### src/hdl/pes_pkg.sv
package pes_pkg;

	localparam int POS_WIDTH = 32;
	localparam int FRAC_BITS = 16;
	localparam int TIME_WIDTH = 24;
	localparam int T_BITS = 16;
	localparam int COLOR_WIDTH = 32;
	localparam int SIZE_WIDTH = 16;
	localparam int CFG_IDX_WIDTH = 3;
	localparam int CFG_DATA_WIDTH = 32;
	localparam int DIV_STEPS = TIME_WIDTH + T_BITS;
	localparam int DIV_PER_STAGE = 4;
	localparam int DIV_STAGES = DIV_STEPS / DIV_PER_STAGE;
	localparam int IN_WIDTH = 3 * TIME_WIDTH + 6 * 32;
	localparam int OUT_WIDTH = 1 + TIME_WIDTH + 6 * 32 + COLOR_WIDTH + SIZE_WIDTH;
	localparam int IN_BYTES = (IN_WIDTH + 7) / 8 * 8;
	localparam int OUT_BYTES = (OUT_WIDTH + 7) / 8 * 8;

	localparam logic [CFG_IDX_WIDTH-1:0] REG_GRAVITY_X = 3'd0;
	localparam logic [CFG_IDX_WIDTH-1:0] REG_GRAVITY_Y = 3'd1;
	localparam logic [CFG_IDX_WIDTH-1:0] REG_GRAVITY_Z = 3'd2;
	localparam logic [CFG_IDX_WIDTH-1:0] REG_COLOR_START = 3'd3;
	localparam logic [CFG_IDX_WIDTH-1:0] REG_COLOR_END = 3'd4;
	localparam logic [CFG_IDX_WIDTH-1:0] REG_SIZE_START = 3'd5;
	localparam logic [CFG_IDX_WIDTH-1:0] REG_SIZE_END = 3'd6;

	typedef logic signed [POS_WIDTH-1:0] pos_t;
	typedef logic [TIME_WIDTH-1:0] time_t;
	typedef logic [T_BITS-1:0] frac_t;

	typedef struct packed {
		logic signed [31:0] gx;
		logic signed [31:0] gy;
		logic signed [31:0] gz;
		logic [COLOR_WIDTH-1:0] c0;
		logic [COLOR_WIDTH-1:0] c1;
		logic [SIZE_WIDTH-1:0] s0;
		logic [SIZE_WIDTH-1:0] s1;
	} cfg_t;

	// floor(x*dt / 2^FRAC_BITS) with magnitude capped at 2^POS_WIDTH, carried two bits wider
	function automatic logic signed [POS_WIDTH+1:0] scale_prod(
		input logic signed [POS_WIDTH+TIME_WIDTH:0] prod);
		logic signed [POS_WIDTH+TIME_WIDTH:0] q;
		logic signed [POS_WIDTH+TIME_WIDTH:0] cap;
		begin
			q = prod >>> FRAC_BITS;
			cap = (POS_WIDTH+TIME_WIDTH+1)'(1) <<< POS_WIDTH;
			if (q > cap)
				scale_prod = (POS_WIDTH+2)'(cap);
			else if (q < -cap)
				scale_prod = (POS_WIDTH+2)'(-cap);
			else
				scale_prod = (POS_WIDTH+2)'(q);
		end
	endfunction

	function automatic pos_t sat_add(input pos_t a, input logic signed [POS_WIDTH+1:0] b);
		logic signed [POS_WIDTH+2:0] s;
		logic signed [POS_WIDTH+2:0] hi;
		logic signed [POS_WIDTH+2:0] lo;
		begin
			s = (POS_WIDTH+3)'(a) + (POS_WIDTH+3)'(b);
			hi = ((POS_WIDTH+3)'(1) <<< (POS_WIDTH-1)) - 1;
			lo = -hi - 1;
			if (s > hi)
				sat_add = pos_t'(hi);
			else if (s < lo)
				sat_add = pos_t'(lo);
			else
				sat_add = pos_t'(s);
		end
	endfunction

	function automatic logic [7:0] lerp8(input logic [7:0] a, input logic [7:0] b,
		input frac_t t);
		logic [T_BITS+8:0] s;
		begin
			s = (T_BITS+9)'(a) * ((T_BITS+9)'(1) << T_BITS) - (T_BITS+9)'(a) * (T_BITS+9)'(t)
				+ (T_BITS+9)'(b) * (T_BITS+9)'(t);
			lerp8 = s[T_BITS+7:T_BITS];
		end
	endfunction

	function automatic logic [SIZE_WIDTH-1:0] lerp16(input logic [SIZE_WIDTH-1:0] a,
		input logic [SIZE_WIDTH-1:0] b, input frac_t t);
		logic [T_BITS+SIZE_WIDTH:0] s;
		begin
			s = (T_BITS+SIZE_WIDTH+1)'(a) * ((T_BITS+SIZE_WIDTH+1)'(1) << T_BITS)
				- (T_BITS+SIZE_WIDTH+1)'(a) * (T_BITS+SIZE_WIDTH+1)'(t)
				+ (T_BITS+SIZE_WIDTH+1)'(b) * (T_BITS+SIZE_WIDTH+1)'(t);
			lerp16 = s[T_BITS+SIZE_WIDTH-1:T_BITS];
		end
	endfunction

endpackage

### src/hdl/pes_cfg_regs.sv
module pes_cfg_regs (
	input logic clk,
	input logic arst_n,
	input logic cfg_we,
	input logic [pes_pkg::CFG_IDX_WIDTH-1:0] cfg_index,
	input logic [pes_pkg::CFG_DATA_WIDTH-1:0] cfg_data,
	output pes_pkg::cfg_t cfg
);
	import pes_pkg::*;

	cfg_t cfg_q;

	always_ff @(posedge clk or negedge arst_n) begin
		if (!arst_n) begin
			cfg_q.gx <= '0;
			cfg_q.gy <= '0;
			cfg_q.gz <= '0;
			cfg_q.c0 <= '1;
			cfg_q.c1 <= '0;
			cfg_q.s0 <= SIZE_WIDTH'(6554);
			cfg_q.s1 <= SIZE_WIDTH'(6554);
		end else if (cfg_we) begin
			unique case (cfg_index)
				REG_GRAVITY_X: cfg_q.gx <= cfg_data;
				REG_GRAVITY_Y: cfg_q.gy <= cfg_data;
				REG_GRAVITY_Z: cfg_q.gz <= cfg_data;
				REG_COLOR_START: cfg_q.c0 <= cfg_data;
				REG_COLOR_END: cfg_q.c1 <= cfg_data;
				REG_SIZE_START: cfg_q.s0 <= cfg_data[SIZE_WIDTH-1:0];
				REG_SIZE_END: cfg_q.s1 <= cfg_data[SIZE_WIDTH-1:0];
				default: ;
			endcase
		end
	end

	assign cfg = cfg_q;

endmodule

### config.mk
export PLATFORM = sky130hd
export DESIGN_NAME = pes_cfg_regs
export DESIGN_NICKNAME = d
export VERILOG_FILES = /design/src/hdl/pes_pkg.sv /design/src/hdl/pes_cfg_regs.sv
export SDC_FILE = /design/constraint.sdc
export NUM_CORES = 1
export LEC_CHECK = 0
export BUFFER_PORTS_ARGS = -buffer_cell sky130_fd_sc_hd__buf_2
export CORE_MARGIN = 2
export CORE_UTILIZATION = 46
export DETAILED_ROUTE_END_ITERATION = 10
export GPL_TIMING_DRIVEN = 0
export PLACE_DENSITY = 0.84
export SLEW_MARGIN = 20
export SYNTH_ARGS = -nofsm -noshare
export SYNTH_HDL_FRONTEND = slang
export SYNTH_SLANG_ARGS = --single-unit
### constraint.sdc
create_clock -name clk -period 0.8 [get_ports clk]
set_input_delay 0.08 -clock clk [delete_from_list [all_inputs] [get_ports clk]]
set_output_delay 0.08 -clock clk [all_outputs]
set_load 0.01 [all_outputs]
==> impl_results.md <==
* Clk sinks at between 150 and 200
* Post-synth EDFFs at 0
* Most frequent cells after synthesis: 146 x dfrtp_1, 146 x mux2_2, 46 x dfstp_2, 46 x mux2_1
* Synth Flop Type: dfrtp_1
* DIE HEIGHT at 130 um
* ANT cells at 0
* Initial antenna violation count at 0
* Dpl hpwl at 12.6 mm
* DRC Markers at 0
* Met2 wire length at 14.1 mm
* Clk pin slew, worst setup/hold paths at 80 ps
* Initial core utilization at 46.5%
* Cell chain of the critical path: buf_6
* Dpl cells at 857
* 1st-pass router iterations at 4
* H-tree depth at 4
* Routed vias at 5556
* Share of the synthesized area in the top cell type at roughly half
* Flop pwr share at 40.5%
* Top Metal Used: met4
* Main combinational cell family by area after synthesis: multiplexers
* Area of the multi-input gates at 2890 um^2
* Crit. Startpoint: cfg[23]
* Register bit total from synthesis at 192
* Setup-failing EPs final at 339
* WL per Instance at 24.8 um
* Simple-gate portion of the synthesized area at 1.51%
* Via/cell ratio at about 5.2
* Crit Path Class: flip-flop to primary output
* Hold crit path type: primary input to asynchronous set/reset pin
* Number of global-route vias before repair at 5983
* CTS buffer count at 17
* Largest net degree at the start of global routing at 99
* Initial DRC count at 285
* Area after DPL at 9180 um^2
* # Max-Cap Violations at 0
* R2r endpoint: cfg[54]
* Syn Std Cell Area at 7280 um^2
* Nets at 881
* Hold Violations, Final at 74
* Maximum net fanout on the critical path at 2
* Final WL at about 27 mm
* CP peak stage delay at 570 ps
* Core Util, Final at 81.8%
* Adder-Cell Fraction of Synth Area at 0%
* First-pass GRT wire length at 36.2 mm
* Skew final at 0 ps
* Met3 wire length at 1.47 mm
* Die Area at 16900 um^2
* Maximum vdd drop at ~0.0019 V
* CP Launch Type: flip-flop
* Grt ovf at 0
* Fin crit period at 1190 ps
* Sequential Area at 4860 um^2
* Post-Synth XOR/XNOR Area at 0%
* Total GRT Usage at 29.4%
* Failing checks: hold timing, setup timing
* Synth unique cells at 10
* Critical Path AT at 1110 ps
* Least-Margin Pin Slew at around 760 ps
* Internal power at about 24 mW
* Status: finished with violations
* Design Area, Final at approximately 13000 um^2
* CP required at 720 ps
* Die width at 130 um
* Switching share of power at 29.4%
* Final worst slack at -393 ps
* Reg2reg start: cfg[54]
* Post-synthesis compound-gate area fraction at 0%
* Met1 wire length at 9.49 mm
* Clk_lat worst skew at 430 ps
* Number of routed nets with antenna violations at 0
* Hold Slack at -347 ps
* Asr flop ratio synth at 100%
* CP delay by family, top: flip-flops
* Tcrit/Tclk final at 149%
* LEAKAGE at 6.26 nW
* Comb pwr share at 34.7%
* CP Capture Point: cfg[23]
* Synth Net Count at around 450
* Final cell count without fillers at 1072
* Std-Cell Core Area at approximately 16000 um^2
* Final GP Congestion at between 0.8 and 0.9
* Port Buffer Count at 225
* Net load switching power at 10.2 mW
* RSZ-0062 raised after global routing: yes
* Area Growth Syn to Fin at 75.9%
* Clock tree from TritonCTS: done
* Pwr per Cell Area at 2710 nW/um^2
* Largest cells by area after synthesis: dfrtp_1 50%, mux2_2 23%, dfstp_2 17%
* FILL cells at 725
* Post-synthesis sequential area ratio at 66.7%
* Avg Cell Area, Syn at 17.6 um^2
* Clock Power Share at 24.7%
* TNS Setup at -69200 ps
* Synth area leader: dfrtp_1
* CP max-delay cell: dfstp_2
* Bufs on Longest Clock Path at 2
* Fraction of layout cells with a size suffix above 1 at 79.1%
* Buf/Inv on CP at 1
* Critical path depth in cells at 1
* Crit end category: primary output
* Gate Count Post-Synth at 415
* Achievable Freq at 838 MHz
* Rel. slew slack at 49.4%
* Yosys Warn Count at 0
* CTS Root Cell: clkbuf_16
* Io pins at 230
* Max reg flops at 192
* Mux share of post-synthesis cell area at around 30%
* Hold bufs inserted after CTS at 32
* R2r setup slk at -240 ps
* R2R depth at 3
* Slew Viols, Final at 0
* FP Rows at 46
-- per-stage QoR --
stage	power [mW]	setup WS (ps)
after global placement	20.1	-3040
after CTS	32.2	-382
after global routing	35.9	-418
after floorplan	17.1	-452
final	34.7	-393
after detailed placement	20.5	-748
-- routing by layer --
metal,vias up,track usage [%]
met1,2893,32.8
met5,-,0
li1,2321,-
met2,248,53.4
met4,0,13.7
met3,94,6.56
-- timing repair --
action,in CTS,in global routing
setup endpoints to repair,314,352
cloned,12,0
pin swaps,5,4
hold endpoints to repair,265,74
gates resized for setup,197,126
buffers inserted,98,91
-- worst min path at each step --
| stage | start | to | cells after the start | slack [ps] |
|---|---|---|---|---|
| after floorplan | arst_n | cfg[0] | 0 | -220 |
| after global placement | cfg_data[24] | cfg[184] | 2 | 350 |
| after detailed placement | arst_n | cfg[59] | 1 | 150 |
| after CTS | arst_n | cfg[154] | 1 | -300 |
| after global routing | arst_n | cfg[57] | 1 | -260 |
| final | arst_n | cfg[153] | 1 | -350 |
-- placed cells by master, fill, tap and decap left out, drive strengths merged --
master / Yosys / layout
mux2: 192 / 192
buf: 24 / 401
nor4bb: 3 / 3
clkinvlp: 0 / 2
dlygate4sd3: 0 / 32
clkinv: 0 / 3
nor4b: 1 / 1
inv: 0 / 8
bufinv: 0 / 1
dfrtp: 146 / 146
nand4b: 3 / 3
dfstp: 46 / 46
clkbuf: 0 / 18
-- cell families after synthesis --
| group | Yosys count |
|---|---|
| multiplexers | 192 |
| flip-flops | 192 |
| AND/OR/NAND/NOR | 7 |
| buffers and inverters | 24 |
-- worst register-to-register path: cells and delay by family, from the launching register on --
kind / cells / cell delay (ps)
buf+inv: 2 / 250
flops: 1 / 410
mux: 1 / 260
-- power groups by stage --
stage                     clock (mW)  sequential (mW)  combinational [mW]
final                           8.58             14.1                12.0
after global routing            9.07             14.2                12.6
after CTS                       8.52             13.6                10.1
after detailed placement           0             13.5                6.98
after global placement             0             13.4                6.73
after floorplan                    0             14.5                2.65
-- cell type report --
class,instances,share of cell area (%)
timing repair buffer,412,30.0
clock inverter,14,1.12
sequential,192,37.9
multi-input combinational,199,22.6
tap,216,2.11
clock buffer,18,3.43
buffer,21,2.83
(Power assumes the default switching activity.)
