==> config.mk <==
export PLATFORM = sky130hd
export DESIGN_NAME = pes_divider
export DESIGN_NICKNAME = d
export VERILOG_FILES = /design/src/hdl/pes_pkg.sv /design/src/hdl/pes_divider.sv
export SDC_FILE = /design/constraint.sdc
export NUM_CORES = 2
export LEC_CHECK = 0
export BUFFER_PORTS_ARGS = -buffer_cell sky130_fd_sc_hd__clkbuf_2
export CAP_MARGIN = 40
export CORE_ASPECT_RATIO = 1.4
export CORE_MARGIN = 2
export CORE_UTILIZATION = 57
export CTS_CLUSTER_SIZE = 10
export DETAILED_ROUTE_END_ITERATION = 16
export PLACE_DENSITY = 0.76
export SETUP_SLACK_MARGIN = 0.2
export SLEW_MARGIN = 20
export SYNTH_ARGS = -nofsm -noshare
export SYNTH_HDL_FRONTEND = slang
export SYNTH_SLANG_ARGS = --single-unit
==> constraint.sdc <==
create_clock -name clk -period 11.2 [get_ports clk]
set_clock_uncertainty 0.15 [all_clocks]
set_input_delay 0 -clock clk [delete_from_list [all_inputs] [get_ports clk]]
set_output_delay 0 -clock clk [all_outputs]
set_load 0.05 [all_outputs]
==> src/hdl/pes_pkg.sv <==
package pes_pkg;

	localparam int POS_WIDTH = 32;
	localparam int FRAC_BITS = 16;
	localparam int TIME_WIDTH = 24;
	localparam int T_BITS = 16;
	localparam int COLOR_WIDTH = 32;
	localparam int SIZE_WIDTH = 16;
	localparam int CFG_IDX_WIDTH = 3;
	localparam int CFG_DATA_WIDTH = 32;
	localparam int DIV_STEPS = TIME_WIDTH + T_BITS;
	localparam int DIV_PER_STAGE = 4;
	localparam int DIV_STAGES = DIV_STEPS / DIV_PER_STAGE;
	localparam int IN_WIDTH = 3 * TIME_WIDTH + 6 * 32;
	localparam int OUT_WIDTH = 1 + TIME_WIDTH + 6 * 32 + COLOR_WIDTH + SIZE_WIDTH;
	localparam int IN_BYTES = (IN_WIDTH + 7) / 8 * 8;
	localparam int OUT_BYTES = (OUT_WIDTH + 7) / 8 * 8;

	localparam logic [CFG_IDX_WIDTH-1:0] REG_GRAVITY_X = 3'd0;
	localparam logic [CFG_IDX_WIDTH-1:0] REG_GRAVITY_Y = 3'd1;
	localparam logic [CFG_IDX_WIDTH-1:0] REG_GRAVITY_Z = 3'd2;
	localparam logic [CFG_IDX_WIDTH-1:0] REG_COLOR_START = 3'd3;
	localparam logic [CFG_IDX_WIDTH-1:0] REG_COLOR_END = 3'd4;
	localparam logic [CFG_IDX_WIDTH-1:0] REG_SIZE_START = 3'd5;
	localparam logic [CFG_IDX_WIDTH-1:0] REG_SIZE_END = 3'd6;

	typedef logic signed [POS_WIDTH-1:0] pos_t;
	typedef logic [TIME_WIDTH-1:0] time_t;
	typedef logic [T_BITS-1:0] frac_t;

	typedef struct packed {
		logic signed [31:0] gx;
		logic signed [31:0] gy;
		logic signed [31:0] gz;
		logic [COLOR_WIDTH-1:0] c0;
		logic [COLOR_WIDTH-1:0] c1;
		logic [SIZE_WIDTH-1:0] s0;
		logic [SIZE_WIDTH-1:0] s1;
	} cfg_t;

	// floor(x*dt / 2^FRAC_BITS) with magnitude capped at 2^POS_WIDTH, carried two bits wider
	function automatic logic signed [POS_WIDTH+1:0] scale_prod(
		input logic signed [POS_WIDTH+TIME_WIDTH:0] prod);
		logic signed [POS_WIDTH+TIME_WIDTH:0] q;
		logic signed [POS_WIDTH+TIME_WIDTH:0] cap;
		begin
			q = prod >>> FRAC_BITS;
			cap = (POS_WIDTH+TIME_WIDTH+1)'(1) <<< POS_WIDTH;
			if (q > cap)
				scale_prod = (POS_WIDTH+2)'(cap);
			else if (q < -cap)
				scale_prod = (POS_WIDTH+2)'(-cap);
			else
				scale_prod = (POS_WIDTH+2)'(q);
		end
	endfunction

	function automatic pos_t sat_add(input pos_t a, input logic signed [POS_WIDTH+1:0] b);
		logic signed [POS_WIDTH+2:0] s;
		logic signed [POS_WIDTH+2:0] hi;
		logic signed [POS_WIDTH+2:0] lo;
		begin
			s = (POS_WIDTH+3)'(a) + (POS_WIDTH+3)'(b);
			hi = ((POS_WIDTH+3)'(1) <<< (POS_WIDTH-1)) - 1;
			lo = -hi - 1;
			if (s > hi)
				sat_add = pos_t'(hi);
			else if (s < lo)
				sat_add = pos_t'(lo);
			else
				sat_add = pos_t'(s);
		end
	endfunction

	function automatic logic [7:0] lerp8(input logic [7:0] a, input logic [7:0] b,
		input frac_t t);
		logic [T_BITS+8:0] s;
		begin
			s = (T_BITS+9)'(a) * ((T_BITS+9)'(1) << T_BITS) - (T_BITS+9)'(a) * (T_BITS+9)'(t)
				+ (T_BITS+9)'(b) * (T_BITS+9)'(t);
			lerp8 = s[T_BITS+7:T_BITS];
		end
	endfunction

	function automatic logic [SIZE_WIDTH-1:0] lerp16(input logic [SIZE_WIDTH-1:0] a,
		input logic [SIZE_WIDTH-1:0] b, input frac_t t);
		logic [T_BITS+SIZE_WIDTH:0] s;
		begin
			s = (T_BITS+SIZE_WIDTH+1)'(a) * ((T_BITS+SIZE_WIDTH+1)'(1) << T_BITS)
				- (T_BITS+SIZE_WIDTH+1)'(a) * (T_BITS+SIZE_WIDTH+1)'(t)
				+ (T_BITS+SIZE_WIDTH+1)'(b) * (T_BITS+SIZE_WIDTH+1)'(t);
			lerp16 = s[T_BITS+SIZE_WIDTH-1:T_BITS];
		end
	endfunction

endpackage

==> src/hdl/pes_divider.sv <==
module pes_divider (
	input logic clk,
	input logic arst_n,
	input logic advance,
	input logic [pes_pkg::TIME_WIDTH-1:0] age,
	input logic [pes_pkg::TIME_WIDTH-1:0] life,
	output logic [pes_pkg::T_BITS-1:0] quot
);
	import pes_pkg::*;

	logic [DIV_STEPS-1:0] num_s [DIV_STAGES+1];
	logic [TIME_WIDTH:0] rem_s [DIV_STAGES+1];
	logic [TIME_WIDTH-1:0] den_s [DIV_STAGES+1];

	assign num_s[0] = {age, T_BITS'(0)};
	assign rem_s[0] = '0;
	assign den_s[0] = life;

	for (genvar g = 0; g < DIV_STAGES; g++) begin : g_stage
		logic [DIV_STEPS-1:0] num_c;
		logic [TIME_WIDTH:0] rem_c;
		always_comb begin
			num_c = num_s[g];
			rem_c = rem_s[g];
			for (int k = 0; k < DIV_PER_STAGE; k++) begin
				rem_c = {rem_c[TIME_WIDTH-1:0], num_c[DIV_STEPS-1]};
				num_c = {num_c[DIV_STEPS-2:0], 1'b0};
				if (rem_c >= {1'b0, den_s[g]}) begin
					rem_c = rem_c - {1'b0, den_s[g]};
					num_c[0] = 1'b1;
				end
			end
		end
		always_ff @(posedge clk or negedge arst_n) begin
			if (!arst_n) begin
				num_s[g+1] <= '0;
				rem_s[g+1] <= '0;
				den_s[g+1] <= '0;
			end else if (advance) begin
				num_s[g+1] <= num_c;
				rem_s[g+1] <= rem_c;
				den_s[g+1] <= den_s[g];
			end
		end
	end

	assign quot = num_s[DIV_STAGES][T_BITS-1:0];

endmodule

==> impl_metrics.env <==
export IMPL_yosysSeqAreaShare=0.180
export IMPL_fin_crit_sh=0.976
export IMPL_dr_first_iter_drc_count=5557
export IMPL_max_cap_violations=0
export IMPL_antenna_found_initial=9
export IMPL_placementRows=156
export IMPL_grt_pass1_vias=75100
export IMPL_critical_path_buf_inv_count=9
export IMPL_drv_slew=0
export IMPL_clkTransAtPathRegs_ns=0.06
export IMPL_syn_num_nets=10400
export IMPL_syn_cell_area_um2=74000
export IMPL_critical_path_depth=47
export IMPL_critical_path_class="flip-flop to flip-flop"
export IMPL_layout_min_cycle_time_ns=10.93
export IMPL_holdPathStages=4
export IMPL_grt_pass1_wl_mm=412
export IMPL_synth_top_area_cell="dfrtp_1"
export IMPL_grt_overflow=0
export IMPL_clk_latency_ns=0.73
export IMPL_hold_violations=0
export IMPL_max_freq_mhz=91.5
export IMPL_first_pass_iters=7
export IMPL_status="completed"
export IMPL_startpoint="den_s[67]$_DFFE_PN0P_"
export IMPL_tightest_slew_ns=1.04
export IMPL_synth_common_cells="ha_1, a21oi_1, nand2_1"
export IMPL_gp_congestion=1.05
export IMPL_drc_errors=0
export IMPL_reg2reg_from="den_s[67]$_DFFE_PN0P_"
export IMPL_nets=11200
export IMPL_crit_top_cell="buf_4"
export IMPL_cp_start_kind="flip-flop"
export IMPL_rsz0062_at_grt="yes"
export IMPL_initial_utilization=0.574
export IMPL_critical_path_endpoint_type="flip-flop"
export IMPL_grt_max_degree=179
export IMPL_via_count=76500
export IMPL_routed_wl_mm=275
export IMPL_synthFlopType="dfrtp_1"
export IMPL_drive_gt1_frac=0.181
export IMPL_place_hpwl_mm=213
export IMPL_avgSynthCellArea_um2=7.85
export IMPL_hold_path_end="den_s[235]$_DFFE_PN0P_"
export IMPL_core_area_um2=129000
export IMPL_cts_sinks=532
export IMPL_port_buffers=66
export IMPL_synth_edf_count=0
export IMPL_ff2ff_setup_slack_ns=0.27
export IMPL_setup_viol=0
export IMPL_reg2reg_depth=47
export IMPL_cp_max_fo=8
export IMPL_max_slew_margin=0.305
export IMPL_numCtsBuffers=70
export IMPL_whs_ns=0.0473
export IMPL_ys_async_sr_fraction=1.00
export IMPL_grtUsageTotal=0.397
export IMPL_cp_arrival_ns=11.35
export IMPL_cts_tree="done"
export IMPL_r2r_end="rem_s[30]$_DFFE_PN0P_"
export IMPL_synth_area_leaders="dfrtp_1, ha_1, mux2_2, a21oi_1, xnor2_1"
export IMPL_clockBufferDepth=3
export IMPL_cts_htree_levels=3
export IMPL_routed_via_density=6.42
export IMPL_die_x_um=309
export IMPL_yosysMostFrequentCell="ha_1"
export IMPL_ys_warn_count=0
export IMPL_ys_ff_latch=532
export IMPL_io_pins=67
export IMPL_slowest_delay_ns=0.56
export IMPL_cp_slowest_cell="or4b_4"
export IMPL_critPathTopFamily="compound AO/OA/AOI/OAI gates"
export IMPL_dieArea_um2=133000
export IMPL_ant_nets=0
export IMPL_hp_class="primary input to flip-flop"
export IMPL_netlist_instances=9430
export IMPL_area_growth_pct=17.3
export IMPL_cts_root_buf="clkbuf_16"
export IMPL_wl_per_cell_um=23.0
export IMPL_hold_start="life[19]"
export IMPL_synth_top_cell_area_share=0.180
export IMPL_ys_types=118
export IMPL_fp_dieH_um=430
export IMPL_worstPathRequired_ns=11.61
[cell families after synthesis]
logic type | after synthesis | synth area share
AO/OA/AOI/OAI | 2936 | 0.250
AND/OR/NAND/NOR | 2822 | 0.179
adder cells (fa/ha/maj) | 953 | 0.164
buffers and inverters | 798 | 0.0445
XOR/XNOR | 724 | 0.0857
multiplexers | 665 | 0.0971
flip-flops | 532 | 0.180
[state kept, by name, indices dropped and copies added (netlist names)]
name / cells
num_s: 20
g_stage.num_c: 64
den_s: 216
rem_s: 216
quot: 16
[worst max-delay path by stage]
| stage | slack [ns] | endpoint |
|---|---|---|
| floorplan | 0.21 | rem_s[122]$_DFFE_PN0P_ |
| global placement | -0.29 | rem_s[71]$_DFFE_PN0P_ |
| detailed placement | -0.22 | rem_s[167]$_DFFE_PN0P_ |
| CTS | 0.20 | rem_s[30]$_DFFE_PN0P_ |
| global route | -0.13 | rem_s[30]$_DFFE_PN0P_ |
| finish | 0.27 | rem_s[30]$_DFFE_PN0P_ |
[area by class of cell]
| cell class | instances | area [um^2] |
|---|---|---|
| antenna | 1 | 2.50 |
| clock buffer | 86 | 1890 |
| clock inverter | 20 | 298 |
| fill | 10900 | 42200 |
| inverter | 511 | 1940 |
| multi-input combinational | 8105 | 59500 |
| sequential | 532 | 13300 |
| tap | 1738 | 2170 |
| timing repair buffer | 938 | 7720 |
[tightest hold or removal path, cell delays in order]
cell           delay [ns]
dlygate4sd3_1        0.54
clkbuf_2             0.19
nand2_1              0.06
o21ai_0              0.08
[stage by stage]
step | util | area (um^2) | TNS (ns) | std cells | worst slack [ns]
2_1_floorplan | - | 74000 | 0 | 9430 | 0.205
3_3_place_gp | 0.623 | 80400 | -4.53 | 11600 | -0.287
3_5_place_dp | 0.624 | 80500 | -5.46 | 11600 | -0.220
4_1_cts | 0.650 | 83900 | 0 | 11800 | 0.203
5_1_grt | 0.673 | 86800 | -1.22 | 11900 | -0.135
6_report | 0.673 | 86800 | 0 | 11900 | 0.267
[metal layers]
layer  vias up  share of wire  GRT usage
li1      36000              -          -
met1     36100           0.34      0.390
met2      3056           0.47      0.679
met3      1400          0.057     0.0679
met4        14           0.13      0.423
met5         -        0.00035          0
[layout by cell type, fill, tap and decap left out, drive strengths merged, types with 46 or more instances in the layout]
master and count:
ha 926, a21oi 893, nand2 882, nor2 793, buf 786, o21ai 754, dfrtp 532, inv 510
xnor2 473, mux2 409, a21o 328, mux2i 258, xor2 251, nand3 209, nor3 178, clkbuf 159
o21a 134, nand4 132, nand2b 121, nor2b 119, a31oi 106, o21bai 100, a211oi 94, and3 81
dlygate4sd3 78, o211ai 75, or3 61, or2 61, nor4 51, o31ai 47, a21boi 46
[repair_timing]
action / CTS / global route
setup endpoints to repair: 127 / 220
pin swaps: 9 / 92
hold buffers: 79 / 0
gates cloned: 3 / 14
setup buffers: 16 / 93
hold endpoints to repair: 252 / 0
resized for setup: 51 / 429
Power is left out: the tool's default activity adds up to more than one toggle a clock period on the data nets, which glitch-free logic cannot reach.
